`src/sv/smf_pkg.sv`:
```
package smf_pkg;

    localparam int RANGE_W    = 16;
    localparam int COUNT_W    = 11;
    localparam int CFG_IDX_W  = 2;
    localparam int MIN_BEAMS  = 3;
    localparam int WIN_TAPS   = 9;
    localparam int WIN_COLS   = 6;
    localparam int FIFO_DEPTH = 16;
    localparam int FIFO_PTR_W = 4;
    localparam int FIFO_CNT_W = 5;
    localparam int SEEN_W     = 2;

    localparam logic [SEEN_W-1:0] SEEN_FULL = 2'd2;

    typedef logic [RANGE_W-1:0] range_t;

    typedef enum logic [CFG_IDX_W-1:0] {
        CFG_CLAMP_LO   = 2'd0,
        CFG_CLAMP_HI   = 2'd1,
        CFG_BEAM_COUNT = 2'd2
    } cfg_idx_t;

    // one output beam
    typedef struct packed {
        logic   eos;
        range_t range;
    } result_t;

    // per-beam control carried alongside the median network
    typedef struct packed {
        logic   has_prev;
        logic   filt;
        logic   last;
        range_t raw_prev;
        range_t last_sample;
    } side_t;

    // up to two results pushed per beam, first one goes out first
    typedef struct packed {
        logic [1:0] cnt;
        result_t    first;
        result_t    second;
    } push_t;

    function automatic range_t rmin(input range_t a, input range_t b);
        rmin = (a < b) ? a : b;
    endfunction

    function automatic range_t rmax(input range_t a, input range_t b);
        rmax = (a > b) ? a : b;
    endfunction

    function automatic range_t med3(input range_t a, input range_t b, input range_t c);
        med3 = rmax(rmin(a, b), rmin(rmax(a, b), c));
    endfunction

    // below lo gives lo, otherwise above hi gives hi
    function automatic range_t clamp_range(input range_t x, input range_t lo, input range_t hi);
        if (x < lo) begin
            clamp_range = lo;
        end
        else if (x > hi) begin
            clamp_range = hi;
        end
        else begin
            clamp_range = x;
        end
    endfunction

endpackage

```
`src/sv/smf_median9.sv`:
```
module smf_median9
    import smf_pkg::*;
(
    input  logic                       clk,
    input  logic                       rst_n,
    input  logic                       in_vld,
    input  range_t [WIN_TAPS-1:0]      in_taps,
    input  range_t                     lo_bound,
    input  range_t                     hi_bound,
    input  side_t                      in_side,
    output logic                       out_vld,
    output range_t                     out_med,
    output side_t                      out_side
);

    // clamp, sort rows, column extremes, final median of three
    range_t [WIN_TAPS-1:0] clamp_reg;
    range_t [2:0]          row_lo_reg;
    range_t [2:0]          row_mid_reg;
    range_t [2:0]          row_hi_reg;
    range_t                lo_reg;
    range_t                mid_reg;
    range_t                hi_reg;
    range_t                med_reg;
    logic   [3:0]          vld_reg;
    side_t  [3:0]          side_reg;

    always_ff @(posedge clk or negedge rst_n)
    begin
        if (!rst_n)
        begin
            vld_reg <= '0;
        end
        else
        begin
            vld_reg <= {vld_reg[2:0], in_vld};
        end
    end

    always_ff @(posedge clk)
    begin
        side_reg <= {side_reg[2:0], in_side};
        for (int i = 0; i < WIN_TAPS; i++)
        begin
            clamp_reg[i] <= clamp_range(in_taps[i], lo_bound, hi_bound);
        end
        for (int r = 0; r < 3; r++)
        begin
            row_lo_reg[r]  <= rmin(rmin(clamp_reg[3*r], clamp_reg[3*r+1]), clamp_reg[3*r+2]);
            row_mid_reg[r] <= med3(clamp_reg[3*r], clamp_reg[3*r+1], clamp_reg[3*r+2]);
            row_hi_reg[r]  <= rmax(rmax(clamp_reg[3*r], clamp_reg[3*r+1]), clamp_reg[3*r+2]);
        end
        lo_reg  <= rmax(rmax(row_lo_reg[0], row_lo_reg[1]), row_lo_reg[2]);
        mid_reg <= med3(row_mid_reg[0], row_mid_reg[1], row_mid_reg[2]);
        hi_reg  <= rmin(rmin(row_hi_reg[0], row_hi_reg[1]), row_hi_reg[2]);
        med_reg <= med3(lo_reg, mid_reg, hi_reg);
    end

    assign out_vld  = vld_reg[3];
    assign out_med  = med_reg;
    assign out_side = side_reg[3];

endmodule

```
`config.mk`:
```
export PLATFORM = sky130hd
export DESIGN_NAME = smf_median9
export DESIGN_NICKNAME = d
export VERILOG_FILES = /design/src/sv/smf_pkg.sv /design/src/sv/smf_median9.sv
export SDC_FILE = /design/constraint.sdc
export NUM_CORES = 2
export LEC_CHECK = 0
export ABC_AREA = 1
export BUFFER_PORTS_ARGS = -buffer_cell sky130_fd_sc_hd__clkbuf_2
export CORE_ASPECT_RATIO = 0.6
export CORE_UTILIZATION = 65
export DETAILED_ROUTE_END_ITERATION = 8
export HOLD_SLACK_MARGIN = 0.1
export PLACE_DENSITY = 0.85
export SETUP_SLACK_MARGIN = 0.02
export SYNTH_ARGS = -nofsm -noshare
export SYNTH_HDL_FRONTEND = slang
export SYNTH_SLANG_ARGS = --single-unit
```
`constraint.sdc`:
```
create_clock -name clk -period 9 [get_ports clk]
set_input_delay 0.9 -clock clk [delete_from_list [all_inputs] [get_ports clk]]
set_output_delay 0.9 -clock clk [all_outputs]
set_load 0.01 [all_outputs]
```
==> summary.txt <==
Floorplanning
  – I/O Pins: 266
  – Core footprint: 50000 µm²
  – Die height: around 180 µm
  – DIE WIDTH: 294 µm
  – Initial Utilization: 0.666
  – Die area: 52100 µm²
  – Row Count: 63

Yosys
  – Synth cell count leaders: nand2_1, ha_1, inv_1
  – Syn. warnings: 0
  – Synth unique cells: 48
  – Cell Area, Synth: 33300 µm²
  – Mean Syn Cell Area: approximately 7.3 µm²
  – Asr flop ratio synth: 0.00806
  – Register area share after synthesis: 0.299
  – Most frequent cell after synthesis: nand2_1
  – Register bit total from synthesis: between 400 and 500
  – Leading area contributor after synthesis: dfxtp_1
  – Number of synthesized flops with an enable pin: 0
  – Synth area leaders: dfxtp_1, ha_1, nand2_1
  – Most used DFF post-synth: dfxtp_1
  – Cells after Synth: 4572
  – Syn_nets: about 5400
  – Synth top area share: 0.296

STA
  – Final Skew: 0.0200 ns
  – Period utilisation layout: 0.792
  – Worst slew pin tran: around 1.2 ns
  – Final setup fails: 0
  – Pins Over Slew Limit: 0
  – Max Clk Rate: 140 MHz
  – Slew headroom: 0.182
  – Setup TNS: 0 ns
  – Post-route minimum period: 7.13 ns
  – RSZ-0062 raised after global routing: no
  – Hold Vio Cnt, Final: 0
  – Final WS setup: 1.87 ns

Route
  – Drt drc: 0
  – Vias per cell: 5.96
  – Starting DRT DRC Count: 4126
  – Via count: 32270
  – Drt pass-1 iters: 6
  – Final WL: 112 mm
  – DRT antenna net count: 0
  – Wire length per cell: 20.6 µm

Worst hold path
  – Hold crit path type: in2async

CTS
  – CTS clk-pin slew, worst paths: 0.07 ns
  – Bufs on Longest Clock Path: 3
  – CTS root buffer: clkbuf_16
  – Cts hold-fix bufs: 0
  – TritonCTS buffer count: 42
  – CTS HTree Levels: 2
  – CTS sink cnt: 496
  – Post-CTS Setup Bufs: 0
  – Skew-Pair Late Insertion Delay: 0.58 ns
  – CTS tree: yes
  – Post-cts resize count: 0

Placed design
  – Area post-placement: 34700 µm²
  – IO buf count: 265
  – Pre-CTS setup slack: 2.18 ns
  – HPWL reported at the end of detailed placement: 90.9 mm
  – DP Cell Count: 5341
  – GPL Wtd Cong: roughly 1.1

Worst setup path
  – CP max FO: 32
  – R2r setup slk: 1.87 ns
  – Critical path type: reg2reg
  – Critical Path RT: roughly 9.4 ns
  – Worst setup SP type: flop
  – CP arrival: 7.51 ns
  – CP Capture Type: flop

Finish
  – Share of layout cells above drive strength 1: 0.0878
  – P&R area growth vs syn: 8.49%
  – Reg area: 9950 µm²
  – Ant. Diodes: 0
  – Nets: 5541
  – Post-route insts no fill: 5418
  – Largest register FFs: 144
  – Area of the multi-input gates: 20500 µm²
  – Fillcell total: 4205
  – Post-layout instance area: 36100 µm²

GRT
  – Vias in the first global route: between 20000 and 30000
  – GRT Overall Usage: 0.423
  – GRT Residual Overflow: 0
  – Largest net degree at the start of global routing: 35
  – First-pass GRT wire length: 168 mm
  – Initial antenna violation count: 3

Outcome
  – Status: complete, no violations

Flow run
  – # Max-Cap Violations: 0
## cells in the final DEF, fill, tap and decap left out, types with 6 or more instances in the layout
master / n
a211oi_1: 23
a21o_1: 6
a21oi_1: 373
buf_4: 20
clkbuf_16: 42
clkbuf_2: 265
clkbuf_8: 8
clkinv_2: 7
dfxtp_1: 492
ha_1: 624
inv_1: 514
nand2_1: 1122
nand2_2: 31
nand3_1: 188
nand4_1: 60
nor2_1: 219
nor3_1: 38
o211ai_1: 24
o21a_1: 13
o21ai_0: 512
o21ai_1: 48
o221a_2: 6
o221ai_1: 12
## layout make-up
type / count / share of cell area
Inverter: 515 / 0.0536
Clock inverter: 24 / 0.00700
Tap cell: 682 / 0.0236
Clock buffer: 53 / 0.0325
Multi-Input combinational cell: 3363 / 0.567
Timing Repair Buffer: 285 / 0.0409
Sequential cell: 496 / 0.276
## per-stage QoR
step,utilization,hold slack [ns]
detailed placement,0.694,0.312
CTS,0.722,0.122
global placement,0.694,0.309
global route,0.722,0.124
finish,0.722,0.128
floorplan,-,0.310
## cell families after synthesis
family          after synthesis  synth area share
fa+ha+maj                   624             0.235
flops                       496             0.299
compound gates             1061             0.172
buf+inv                     713            0.0870
simple gates               1678             0.207
## layer usage
metal | share of wire | wire [µm] | vias to the layer above | track usage
li1 | - | - | 15566 | -
met1 | 0.43 | 48100 | 14642 | 0.598
met2 | 0.38 | 42600 | 1833 | 0.593
met5 | 0.00099 | 111 | - | 0.0122
met3 | 0.17 | 18600 | 223 | 0.173
met4 | 0.019 | 2120 | 6 | 0.0872
## critical path: stages (launching register included)
cell	delay, ns
dfxtp_1	0.35
inv_1	0.05
ha_1	0.29
nand2_1	0.05
inv_1	0.06
nand3_1	0.09
nor3_1	0.35
nand2_1	0.15
nand2_2	0.41
nand2_2	0.42
o21ai_0	0.42
ha_1	0.31
a21oi_1	0.15
o21ai_0	0.12
a21oi_1	0.20
nand2_1	0.56
o21ai_0	0.53
ha_1	0.32
a21oi_1	0.16
nor2_1	0.05
a211oi_1	0.28
o211ai_1	0.16
nand2_1	0.11
inv_1	0.36
o21ai_0	0.94
## final timing paths
kind                                from  cells past startpoint               to
min in group clk            side_reg[20]                      0     side_reg[55]
max in group asynchronous          rst_n                      1       vld_reg[1]
hold reg to reg             side_reg[20]                      0     side_reg[55]
setup / recovery           clamp_reg[31]                     24  row_mid_reg[15]
setup reg to reg           clamp_reg[31]                     24  row_mid_reg[15]
hold / removal                     rst_n                      1       vld_reg[0]
Power is not shown: default switching activity piles up to over one toggle a cycle in this logic, so the estimate is an artifact.
