==> src/sv/smf_pkg.sv <==
package smf_pkg;

    localparam int RANGE_W    = 16;
    localparam int COUNT_W    = 11;
    localparam int CFG_IDX_W  = 2;
    localparam int MIN_BEAMS  = 3;
    localparam int WIN_TAPS   = 9;
    localparam int WIN_COLS   = 6;
    localparam int FIFO_DEPTH = 16;
    localparam int FIFO_PTR_W = 4;
    localparam int FIFO_CNT_W = 5;
    localparam int SEEN_W     = 2;

    localparam logic [SEEN_W-1:0] SEEN_FULL = 2'd2;

    typedef logic [RANGE_W-1:0] range_t;

    typedef enum logic [CFG_IDX_W-1:0] {
        CFG_CLAMP_LO   = 2'd0,
        CFG_CLAMP_HI   = 2'd1,
        CFG_BEAM_COUNT = 2'd2
    } cfg_idx_t;

    // one output beam
    typedef struct packed {
        logic   eos;
        range_t range;
    } result_t;

    // per-beam control carried alongside the median network
    typedef struct packed {
        logic   has_prev;
        logic   filt;
        logic   last;
        range_t raw_prev;
        range_t last_sample;
    } side_t;

    // up to two results pushed per beam, first one goes out first
    typedef struct packed {
        logic [1:0] cnt;
        result_t    first;
        result_t    second;
    } push_t;

    function automatic range_t rmin(input range_t a, input range_t b);
        rmin = (a < b) ? a : b;
    endfunction

    function automatic range_t rmax(input range_t a, input range_t b);
        rmax = (a > b) ? a : b;
    endfunction

    function automatic range_t med3(input range_t a, input range_t b, input range_t c);
        med3 = rmax(rmin(a, b), rmin(rmax(a, b), c));
    endfunction

    // below lo gives lo, otherwise above hi gives hi
    function automatic range_t clamp_range(input range_t x, input range_t lo, input range_t hi);
        if (x < lo) begin
            clamp_range = lo;
        end
        else if (x > hi) begin
            clamp_range = hi;
        end
        else begin
            clamp_range = x;
        end
    endfunction

endpackage

==> src/sv/smf_out_fifo.sv <==
module smf_out_fifo
    import smf_pkg::*;
(
    input  logic    clk,
    input  logic    rst_n,
    input  logic    push_vld,
    input  push_t   push,
    output logic    out_vld,
    input  logic    out_rdy,
    output result_t out_data
);

    result_t                fifo_mem [FIFO_DEPTH];
    logic [FIFO_PTR_W-1:0]  wr_ptr_reg;
    logic [FIFO_PTR_W-1:0]  wr_ptr_next;
    logic [FIFO_PTR_W-1:0]  rd_ptr_reg;
    logic [FIFO_PTR_W-1:0]  rd_ptr_next;
    logic [FIFO_CNT_W-1:0]  cnt_reg;
    logic [FIFO_CNT_W-1:0]  cnt_next;
    logic [1:0]             n_push;
    logic                   pop;

    assign n_push = push_vld ? push.cnt : 2'd0;
    assign pop    = out_vld && out_rdy;

    always_comb
    begin
        wr_ptr_next = wr_ptr_reg + FIFO_PTR_W'(n_push);
        rd_ptr_next = rd_ptr_reg + FIFO_PTR_W'(pop);
        cnt_next    = cnt_reg + FIFO_CNT_W'(n_push) - FIFO_CNT_W'(pop);
    end

    always_ff @(posedge clk or negedge rst_n)
    begin
        if (!rst_n)
        begin
            wr_ptr_reg <= '0;
            rd_ptr_reg <= '0;
            cnt_reg    <= '0;
        end
        else
        begin
            wr_ptr_reg <= wr_ptr_next;
            rd_ptr_reg <= rd_ptr_next;
            cnt_reg    <= cnt_next;
        end
    end

    always_ff @(posedge clk)
    begin
        if (n_push != 2'd0)
        begin
            fifo_mem[wr_ptr_reg] <= push.first;
        end
        if (n_push == 2'd2)
        begin
            fifo_mem[wr_ptr_reg + FIFO_PTR_W'(1)] <= push.second;
        end
    end

    assign out_vld  = (cnt_reg != '0);
    assign out_data = fifo_mem[rd_ptr_reg];

endmodule

==> config.mk <==
export PLATFORM = sky130hd
export DESIGN_NAME = smf_out_fifo
export DESIGN_NICKNAME = d
export VERILOG_FILES = /design/src/sv/smf_pkg.sv /design/src/sv/smf_out_fifo.sv
export SDC_FILE = /design/constraint.sdc
export NUM_CORES = 1
export LEC_CHECK = 0
export ABC_AREA = 1
export BUFFER_PORTS_ARGS = -buffer_cell sky130_fd_sc_hd__buf_2
export CORE_ASPECT_RATIO = 0.75
export CORE_MARGIN = 1.5
export CORE_UTILIZATION = 30
export DETAILED_ROUTE_END_ITERATION = 12
export SYNTH_ARGS = -nofsm -noshare
export SYNTH_HDL_FRONTEND = slang
export SYNTH_SLANG_ARGS = --single-unit
==> constraint.sdc <==
create_clock -name clk -period 5.3 [get_ports clk]
set_clock_uncertainty 0.05 [all_clocks]
set_input_delay 0.795 -clock clk [delete_from_list [all_inputs] [get_ports clk]]
set_output_delay 0.795 -clock clk [all_outputs]
set_load 0.02 [all_outputs]
==> results of run 1 <==
==> layer usage <==
layer | vias to the layer above | share of wire (%) | track usage (%)
met2 | 595 | 41 | 26.0
met4 | 0 | 2.1 | 4.38
met3 | 61 | 11 | 3.15
met5 | - | 0 | 0
met1 | 5788 | 46 | 27.4
li1 | 5931 | - | -
==> cell usage in the layout, fill, tap and decap left out <==
cell type | synthesis | layout
sky130_fd_sc_hd__nor2_4 | 1 | 2
sky130_fd_sc_hd__clkbuf_16 | 0 | 28
sky130_fd_sc_hd__inv_1 | 138 | 137
sky130_fd_sc_hd__dfrtp_1 | 13 | 11
sky130_fd_sc_hd__nand3_4 | 1 | 1
sky130_fd_sc_hd__dfrtp_2 | 0 | 1
sky130_fd_sc_hd__o21ai_4 | 0 | 4
sky130_fd_sc_hd__dfrtp_4 | 0 | 1
sky130_fd_sc_hd__clkinv_8 | 0 | 1
sky130_fd_sc_hd__xor2_1 | 5 | 5
sky130_fd_sc_hd__clkbuf_8 | 0 | 1
sky130_fd_sc_hd__buf_12 | 1 | 1
sky130_fd_sc_hd__and2_1 | 1 | 1
sky130_fd_sc_hd__o21ai_1 | 69 | 69
sky130_fd_sc_hd__buf_2 | 48 | 57
sky130_fd_sc_hd__clkinv_2 | 1 | 5
sky130_fd_sc_hd__clkbuf_1 | 53 | 10
sky130_fd_sc_hd__o21ai_0 | 211 | 204
sky130_fd_sc_hd__xnor2_1 | 2 | 2
sky130_fd_sc_hd__nand2_2 | 8 | 8
sky130_fd_sc_hd__clkinvlp_4 | 0 | 1
sky130_fd_sc_hd__nand3b_1 | 1 | 1
sky130_fd_sc_hd__buf_4 | 3 | 15
sky130_fd_sc_hd__nand2_4 | 2 | 2
sky130_fd_sc_hd__clkinv_1 | 4 | 12
sky130_fd_sc_hd__fa_1 | 2 | 2
sky130_fd_sc_hd__nor2_8 | 2 | 2
sky130_fd_sc_hd__nor2_1 | 113 | 113
sky130_fd_sc_hd__a21oi_1 | 1 | 1
sky130_fd_sc_hd__nand4_4 | 3 | 3
sky130_fd_sc_hd__nor2_2 | 2 | 1
sky130_fd_sc_hd__edfxtp_1 | 272 | 272
sky130_fd_sc_hd__nand2_1 | 730 | 730
sky130_fd_sc_hd__inv_2 | 3 | 3
sky130_fd_sc_hd__ha_1 | 11 | 11
sky130_fd_sc_hd__o21ai_2 | 0 | 3
sky130_fd_sc_hd__nand4_2 | 3 | 3
sky130_fd_sc_hd__nand3_1 | 111 | 111
==> where the power goes <==
group	total, W	internal (W)	switching (W)
Combinational	0.00309	0.000825	0.00227
Sequential	0.00300	0.00279	0.000210
Clock	0.00189	0.000989	0.000899
Total	0.00798	0.00461	0.00338
==> cell families (layout without fill, tap and decap cells) <==
logic type,count (synthesis),in the layout,share of synthesized area (%)
fa+ha+maj,13,13,1.15
flops,285,285,54.9
xor+xnor,7,7,0.396
simple gates,978,978,25.8
buf+inv,299,271,8.74
compound gates,281,281,9.08
==> layout make-up <==
class | count | share of cell area, %
Clock buffer | 39 | 4.47
Clock inverter | 13 | 0.409
Inverter | 146 | 3.28
Multi-Input combinational cell | 1279 | 33.9
Sequential cell | 285 | 50.6
Tap cell | 657 | 4.89
Timing Repair Buffer | 73 | 2.49
==> metrics by stage <==
stage / util [%] / total power, W
after global routing: 33.2 / 0.00844
final: 33.2 / 0.00798
after detailed placement: 31.6 / 0.00614
after CTS: 33.2 / 0.00800
after floorplan: - / 0.00509
after global placement: 31.6 / 0.00609
==> worst paths after layout <==
path	startpoint	end	slack [ps]	cells past startpoint
setup / recovery	rd_ptr_reg[0]	out_data[13]	1340	9
hold / removal	rst_n	cnt_reg[1]	80	1
setup reg to reg	wr_ptr_reg[1]	fifo_mem[14][5]	2060	5
hold reg to reg	rd_ptr_reg[2]	rd_ptr_reg[2]	480	1
max in group asynchronous	rst_n	rd_ptr_reg[0]	4820	1
min in group clk	rd_ptr_reg[2]	rd_ptr_reg[2]	480	1
==> worst max-delay path, cell delays in order (launching register included) <==
cell and delay (ps):
sky130_fd_sc_hd__dfrtp_4 770, sky130_fd_sc_hd__clkinv_2 560, sky130_fd_sc_hd__buf_12 410, sky130_fd_sc_hd__nand2_1 110, sky130_fd_sc_hd__nand3_1 70, sky130_fd_sc_hd__nand2_1 110
sky130_fd_sc_hd__nor2_1 40, sky130_fd_sc_hd__nand2_1 110, sky130_fd_sc_hd__nand2_1 120, sky130_fd_sc_hd__buf_2 180
==> key figures, run 1 <==
Final layout
  – Number of diodes: 0
  – Total area of multi-input combinational cells: 5700 um^2
  – Post-synthesis to final-layout area growth: 8.55%
  – Post-layout instance count excluding filler cells: 2492
  – Final standard cell area without fillers: 16800 um^2
  – Layout cell share with drive strength beyond 1: 7.79%
  – Register cell area after layout: 8500 um^2
  – Filler cells: 5246
  – Total number of nets in the final design: 1866
  – Number of flip-flops under the largest register name: 272

Critical path
  – CP arrival: 3110 ps
  – Worst-path maximum fanout: 74
  – CP startpoint kind: flip-flop
  – Category of the worst setup path capture point: output pin
  – Classification of the worst setup path: reg -> out
  – Data required time of the critical path: 4450 ps

Place
  – Half-perimeter wire length of the detailed placement result: 27700 um
  – Gp weighted congestion: 0.826
  – Count of buffers inserted at the top-level ports: 57
  – Worst setup slack after placement: 1870 ps
  – Placed standard-cell area: 16000 um^2
  – Placed Instances: 2440

Clock network
  – Number of H-tree levels: 1
  – Insertion delay to the later sink of the worst-skew pair: 560 ps
  – CTS Hold Bufs: 0
  – Clock-pin slew reported for the worst setup and hold paths after clock tree synthesis: 70 ps
  – Clock root buffer master: sky130_fd_sc_hd__clkbuf_16
  – Post-cts gate resize count: 0
  – Post-CTS Setup Inserts: 0
  – CTS max path bufs: 3
  – TritonCTS buffer count: 28
  – Total clock sinks: 285
  – Clock tree from TritonCTS: yes

Logic synthesis
  – Number of warnings printed during yosys synthesis: 0
  – Synth Net Count: 1916
  – Async set-reset flop share out of synthesis: 4.56%
  – Number of synthesized register bits: 285
  – Top cell type's share of synthesized area: 52.8%
  – Cell taking the most area after synthesis: sky130_fd_sc_hd__edfxtp_1
  – Synth Area per Inst: 8.31 um^2
  – Predominant post-synthesis flop cell: sky130_fd_sc_hd__edfxtp_1
  – Largest cells by area after synthesis: sky130_fd_sc_hd__edfxtp_1 (53%), sky130_fd_sc_hd__nand2_1 (18%), sky130_fd_sc_hd__o21ai_0 (6.8%)
  – Number of distinct library cells after synthesis: 32
  – Post-synth design cell area: 15500 um^2
  – Share of synthesized area occupied by flip-flops and latches: 54.9%
  – Top cells by count, synth: sky130_fd_sc_hd__nand2_1 (730), sky130_fd_sc_hd__edfxtp_1 (272), sky130_fd_sc_hd__o21ai_0 (211)
  – Cells after Synth: 1863
  – Most frequent cell after synthesis: sky130_fd_sc_hd__nand2_1
  – Number of enable flip-flop cells after synthesis: 272

Timing
  – Clock period minus final worst setup slack: 3960 ps
  – Final setup violating endpoints: 0
  – Final hold slack: 85.0 ps
  – Setup repair after global routing missed its margin: false
  – Worst max-slew margin expressed relative to the limit: 14.2%
  – Worst Setup Slack, final: 1340 ps
  – Max Slew Vio Count: 0
  – Number of endpoints with negative hold slack in the final report: 0
  – Maximum clock frequency: 0.253 GHz
  – Share of the clock period used by the worst path: 74.7%
  – Accumulated negative setup slack: 0 ps
  – Slew @ Worst Pin: 1280 ps

Routing
  – DRC violations left: 0
  – Vias: 12375
  – Final wirelength: 47700 um
  – Router iterations before antenna repair: 7
  – Detailed router's first-iteration violation count: 1510
  – Drt via density: 4.97
  – Avg WL per Cell: 19.1 um
  – ANT nets after route: 0

GRT
  – Via count of the first global-routing pass: 11292
  – Total routing usage reported by global routing: 18.0%
  – Largest net degree at the start of global routing: 75
  – Antenna violations before repair: 0
  – GRT overflow: 0
  – First-pass GRT wire length: 71200 um

Floorplanning
  – Total core area: 50500 um^2
  – Number of top-level pins: 58
  – Height of the die: 200 um
  – Die area: 53000 um^2
  – Die boundary width: 265 um
  – Starting Density: 30.6%
  – Std-Cell Rows: 71

Pwr
  – Leakage: 7.36 nW
  – Largest vdd supply drop: 0.268 mV
  – Power density over cell area: 475 nW/um^2

Job
  – Number of max-cap violations: 0

Status
  – Status: complete, no violations

Worst hold path
  – Hold WC Path Type: in -> async
(Power assumes the default switching activity.)
==> run 2, diff against run 1 <==
--- a/config.mk
+++ b/config.mk
@@ -5,7 +5,7 @@
 export SDC_FILE = /design/constraint.sdc
 export NUM_CORES = 1
 export LEC_CHECK = 0
-export ABC_AREA = 1
+export ABC_AREA = 0
 export BUFFER_PORTS_ARGS = -buffer_cell sky130_fd_sc_hd__buf_2
 export CORE_ASPECT_RATIO = 0.75
 export CORE_MARGIN = 1.5
==> constraint.sdc (replaced) <==
create_clock -name clk -period 3.9 [get_ports clk]
set_clock_uncertainty 0.05 [all_clocks]
set_input_delay 0.585 -clock clk [delete_from_list [all_inputs] [get_ports clk]]
set_output_delay 0.585 -clock clk [all_outputs]
set_load 0.02 [all_outputs]
==> run 2 against run 1 <==
  * Via count is 29% lower
  * First-iteration DRC count is 45% lower
  * Wire length is 8.9% lower
  * Final cell count is 34% lower
  * Sequential cell count stayed put
  * Critical path depth is 2 lower
  * Synthesized area is 5.4% lower
  * Final area is 0.40% lower
  * Count of clock-buffer cells in the layout is 4 higher
  * Synthesized cell count is 50% lower
  * Clock power is 51% higher
==> key figures, run 2 <==
Timing
  – Accumulated negative setup slack: 0 ps (unchanged)
  – Setup repair after global routing missed its margin: false
  – Number of endpoints with negative hold slack in the final report: 0 (unchanged)
  – Max Slew Vio Count: 0 (unchanged)
  – Clock period minus final worst setup slack: 3290 ps
  – Share of the clock period used by the worst path: 84.5%
  – Worst max-slew margin expressed relative to the limit: 34.6% (+20 points)
  – Worst Setup Slack, final: 606 ps (-737 ps)
  – Maximum clock frequency: 0.304 GHz
  – Final setup violating endpoints: 0 (unchanged)
  – Slew @ Worst Pin: 980 ps (-304 ps)

Routing
  – ANT nets after route: 0 (unchanged)
  – Final wirelength: 43500 um (-8.9%)
  – Drt via density: 5.38 (+8.2%)
  – Router iterations before antenna repair: 8 (+1)
  – Detailed router's first-iteration violation count: 835 (-45%)
  – Vias: 8842 (-29%)
  – Avg WL per Cell: 26.4 um (+38%)
  – DRC violations left: 0 (unchanged)

Status
  – Status: complete, no violations

Logic synthesis
  – Cells after Synth: 934 (-50%)
  – Number of synthesized register bits: 285 (unchanged)
  – Share of synthesized area occupied by flip-flops and latches: 58.0% (+3.1 points)
  – Top cells by count, synth: sky130_fd_sc_hd__mux2_2 (273), sky130_fd_sc_hd__edfxtp_1 (272), sky130_fd_sc_hd__mux2i_1 (68)
  – Synth Net Count: 987 (-48%)
  – Largest cells by area after synthesis: sky130_fd_sc_hd__edfxtp_1 (56%), sky130_fd_sc_hd__mux2_2 (21%), sky130_fd_sc_hd__mux4_2 (5.2%)
  – Number of distinct library cells after synthesis: 38 (+19%)
  – Async set-reset flop share out of synthesis: 4.56% (unchanged)
  – Number of warnings printed during yosys synthesis: 0 (unchanged)
  – Cell taking the most area after synthesis: sky130_fd_sc_hd__edfxtp_1
  – Most frequent cell after synthesis: sky130_fd_sc_hd__mux2_2
  – Top cell type's share of synthesized area: 55.8% (+3.0 points)
  – Predominant post-synthesis flop cell: sky130_fd_sc_hd__edfxtp_1
  – Synth Area per Inst: 15.7 um^2 (+89%)
  – Number of enable flip-flop cells after synthesis: 272 (unchanged)
  – Post-synth design cell area: 14600 um^2 (-5.4%)

GRT
  – Antenna violations before repair: 4 (+4)
  – Total routing usage reported by global routing: 17.2% (-0.79 points)
  – First-pass GRT wire length: 62900 um (-12%)
  – Largest net degree at the start of global routing: 38 (-49%)
  – GRT overflow: 0 (unchanged)
  – Via count of the first global-routing pass: 8787 (-22%)

Place
  – Half-perimeter wire length of the detailed placement result: 26500 um (-4.2%)
  – Placed Instances: 1588 (-35%)
  – Worst setup slack after placement: 903 ps (-971 ps)
  – Gp weighted congestion: 0.766 (-7.2%)
  – Count of buffers inserted at the top-level ports: 57 (unchanged)

Floorplanning
  – Number of top-level pins: 58 (unchanged)
  – Total core area: 47700 um^2 (-5.5%)
  – Starting Density: 30.7% (+0.057 points)
  – Die boundary width: 258 um (-2.7%)
  – Std-Cell Rows: 69 (-2.8%)
  – Die area: 50200 um^2 (-5.3%)
  – Height of the die: 194 um (-2.7%)

Pwr
  – Switching power total: 0.00365 W (+8.1%)
  – Internal power: 0.00676 W (+47%)
  – Part of the power in registers: 38.0% (+0.4 points)
  – Logic pwr share: 34.7% (-4.0 points)
  – Largest vdd supply drop: 0.371 mV (+38%)
  – Leakage: 5.73 nW (-22%)
  – Power density over cell area: 622 nW/um^2 (+31%)
  – Switching Share: 35.0% (-7.2 points)
  – Clk pwr share: 27.4% (+3.7 points)
  – Tot Pwr: 0.0104 W (+30%)

Critical path
  – Data required time of the critical path: 3260 ps (-1190 ps)
  – Category of the worst setup path capture point: output pin
  – Worst-path cell with the longest stage delay: sky130_fd_sc_hd__dfrtp_2
  – Classification of the worst setup path: reg -> out
  – CP startpoint kind: flip-flop
  – Slowest stage delay, CP: 660 ps (-110 ps)
  – Most repeated library cell on the critical path: sky130_fd_sc_hd__buf_4
  – CP arrival: 2660 ps (-450 ps)
  – Worst-path maximum fanout: 22 (-70%)
  – CP Cell Sequence: and2_1 -> buf_4 -> buf_4 -> a221oi_1 -> a22oi_1 -> nand2_1 -> buf_2

Final layout
  – Post-layout instance count excluding filler cells: 1645 (-34%)
  – Number of flip-flops under the largest register name: 272 (unchanged)
  – Layout cell share with drive strength beyond 1: 47.9% (+40 points)
  – Total number of nets in the final design: 1039 (-44%)
  – Most frequent cells in the layout: sky130_fd_sc_hd__mux2_2 (273), sky130_fd_sc_hd__edfxtp_1 (272), sky130_fd_sc_hd__mux2i_1 (68)
  – Commonest non-fill, non-tap cell in the layout: sky130_fd_sc_hd__mux2_2
  – Post-synthesis to final-layout area growth: 14.3%
  – Filler cells: 4540 (-13%)

Job
  – Number of max-cap violations: 0 (unchanged)

Clock network
  – Clock root buffer master: sky130_fd_sc_hd__clkbuf_16
  – CTS Hold Bufs: 1 (+1)
  – TritonCTS buffer count: 34 (+21%)
  – CTS max path bufs: 3 (unchanged)
  – Number of H-tree levels: 2 (+1)
  – Clock tree from TritonCTS: yes
  – Total clock sinks: 285 (unchanged)
  – Post-CTS Setup Inserts: 0 (unchanged)
  – Post-cts gate resize count: 0 (unchanged)
  – Insertion delay to the later sink of the worst-skew pair: 500 ps (-60 ps)
  – Clock-pin slew reported for the worst setup and hold paths after clock tree synthesis: 60 ps (about the same)

Worst hold path
  – Hold WC Path Type: in -> reg
run 2: cell types whose count changed after synthesis, sizes merged, moves of 17 or more:
cell / before / now
nor2: 118 / 23
mux2i: 0 / 68
mux4: 0 / 34
nand2: 740 / 30
buf: 100 / 31
inv: 141 / 15
mux2: 0 / 273
a22oi: 0 / 17
o21ai: 280 / 22
a221oi: 0 / 34
nand3: 112 / 4
run 2: critical path, delay by kind of cell (launching register included):
| kind | cells | cell delay [ps] |
|---|---|---|
| flops | 1 | 660 |
| buf+inv | 3 | 780 |
| compound gates | 2 | 330 |
| simple gates | 2 | 370 |
run 2: metal layers:
metal,up-vias,routed length [um],global-route usage [%]
li1,3787,-,-
met3,64,2790,2.88
met1,4695,19900,24.9
met5,-,26,0
met4,4,971,4.85
met2,292,19700,26.3
run 2: cell families (layout without fill, tap and decap cells):
| kind of cell | after synthesis | count (layout) | synth area share (%) |
|---|---|---|---|
| AOI/OAI and AO/OA | 78 | 78 | 3.88 |
| adders and majority gates | 13 | 13 | 1.21 |
| buffers and inverters | 100 | 171 | 2.89 |
| xor gates and xnor gates | 8 | 8 | 0.478 |
| and+or+nand+nor | 75 | 75 | 2.71 |
| other | 0 | 1 | 0 |
| muxes | 375 | 375 | 30.9 |
| DFF | 285 | 285 | 58.0 |
run 2: per-stage QoR:
stage                     utilization (%)  hold slack, ps  cell area, um^2
after floorplan                         -             239            14600
after global placement               33.0             446            15800
after detailed placement             33.0             452            15800
after CTS                            35.1             448            16700
after global routing                 35.1             475            16700
final                                35.1             441            16700
run 2: power groups by stage:
stage               Combinational [W]  Clock, W  Sequential [W]
floorplan                     0.00248         0         0.00387
global placement              0.00358         0         0.00401
detailed placement            0.00361         0         0.00402
CTS                           0.00362   0.00289         0.00396
global route                  0.00387   0.00299         0.00399
finish                        0.00361   0.00285         0.00396
run 2: worst paths after layout:
kind,to,depth (start not counted),from,slack [ps]
worst max-delay path,out_data[16],7,rd_ptr_reg[1],610
worst min-delay path,rd_ptr_reg[0],3,out_rdy,440
worst max register to register,cnt_reg[4],13,cnt_reg[3],890
worst min register to register,cnt_reg[0],1,cnt_reg[0],450
max in group asynchronous,rd_ptr_reg[0],2,rst_n,3010
min in group asynchronous,cnt_reg[4],2,rst_n,490
run 2: cell type report:
| type | count | area [um^2] | share of cell area (%) |
|---|---|---|---|
| Sequential cell | 285 | 8500 | 50.8 |
| Multi-Input combinational cell | 549 | 5780 | 34.5 |
| Clock buffer | 43 | 906 | 5.41 |
| Tap cell | 639 | 800 | 4.78 |
| Timing Repair Buffer | 100 | 636 | 3.80 |
| Inverter | 16 | 60.1 | 0.359 |
| Clock inverter | 12 | 55.1 | 0.329 |
| Antenna cell | 1 | 2.50 | 0.0150 |
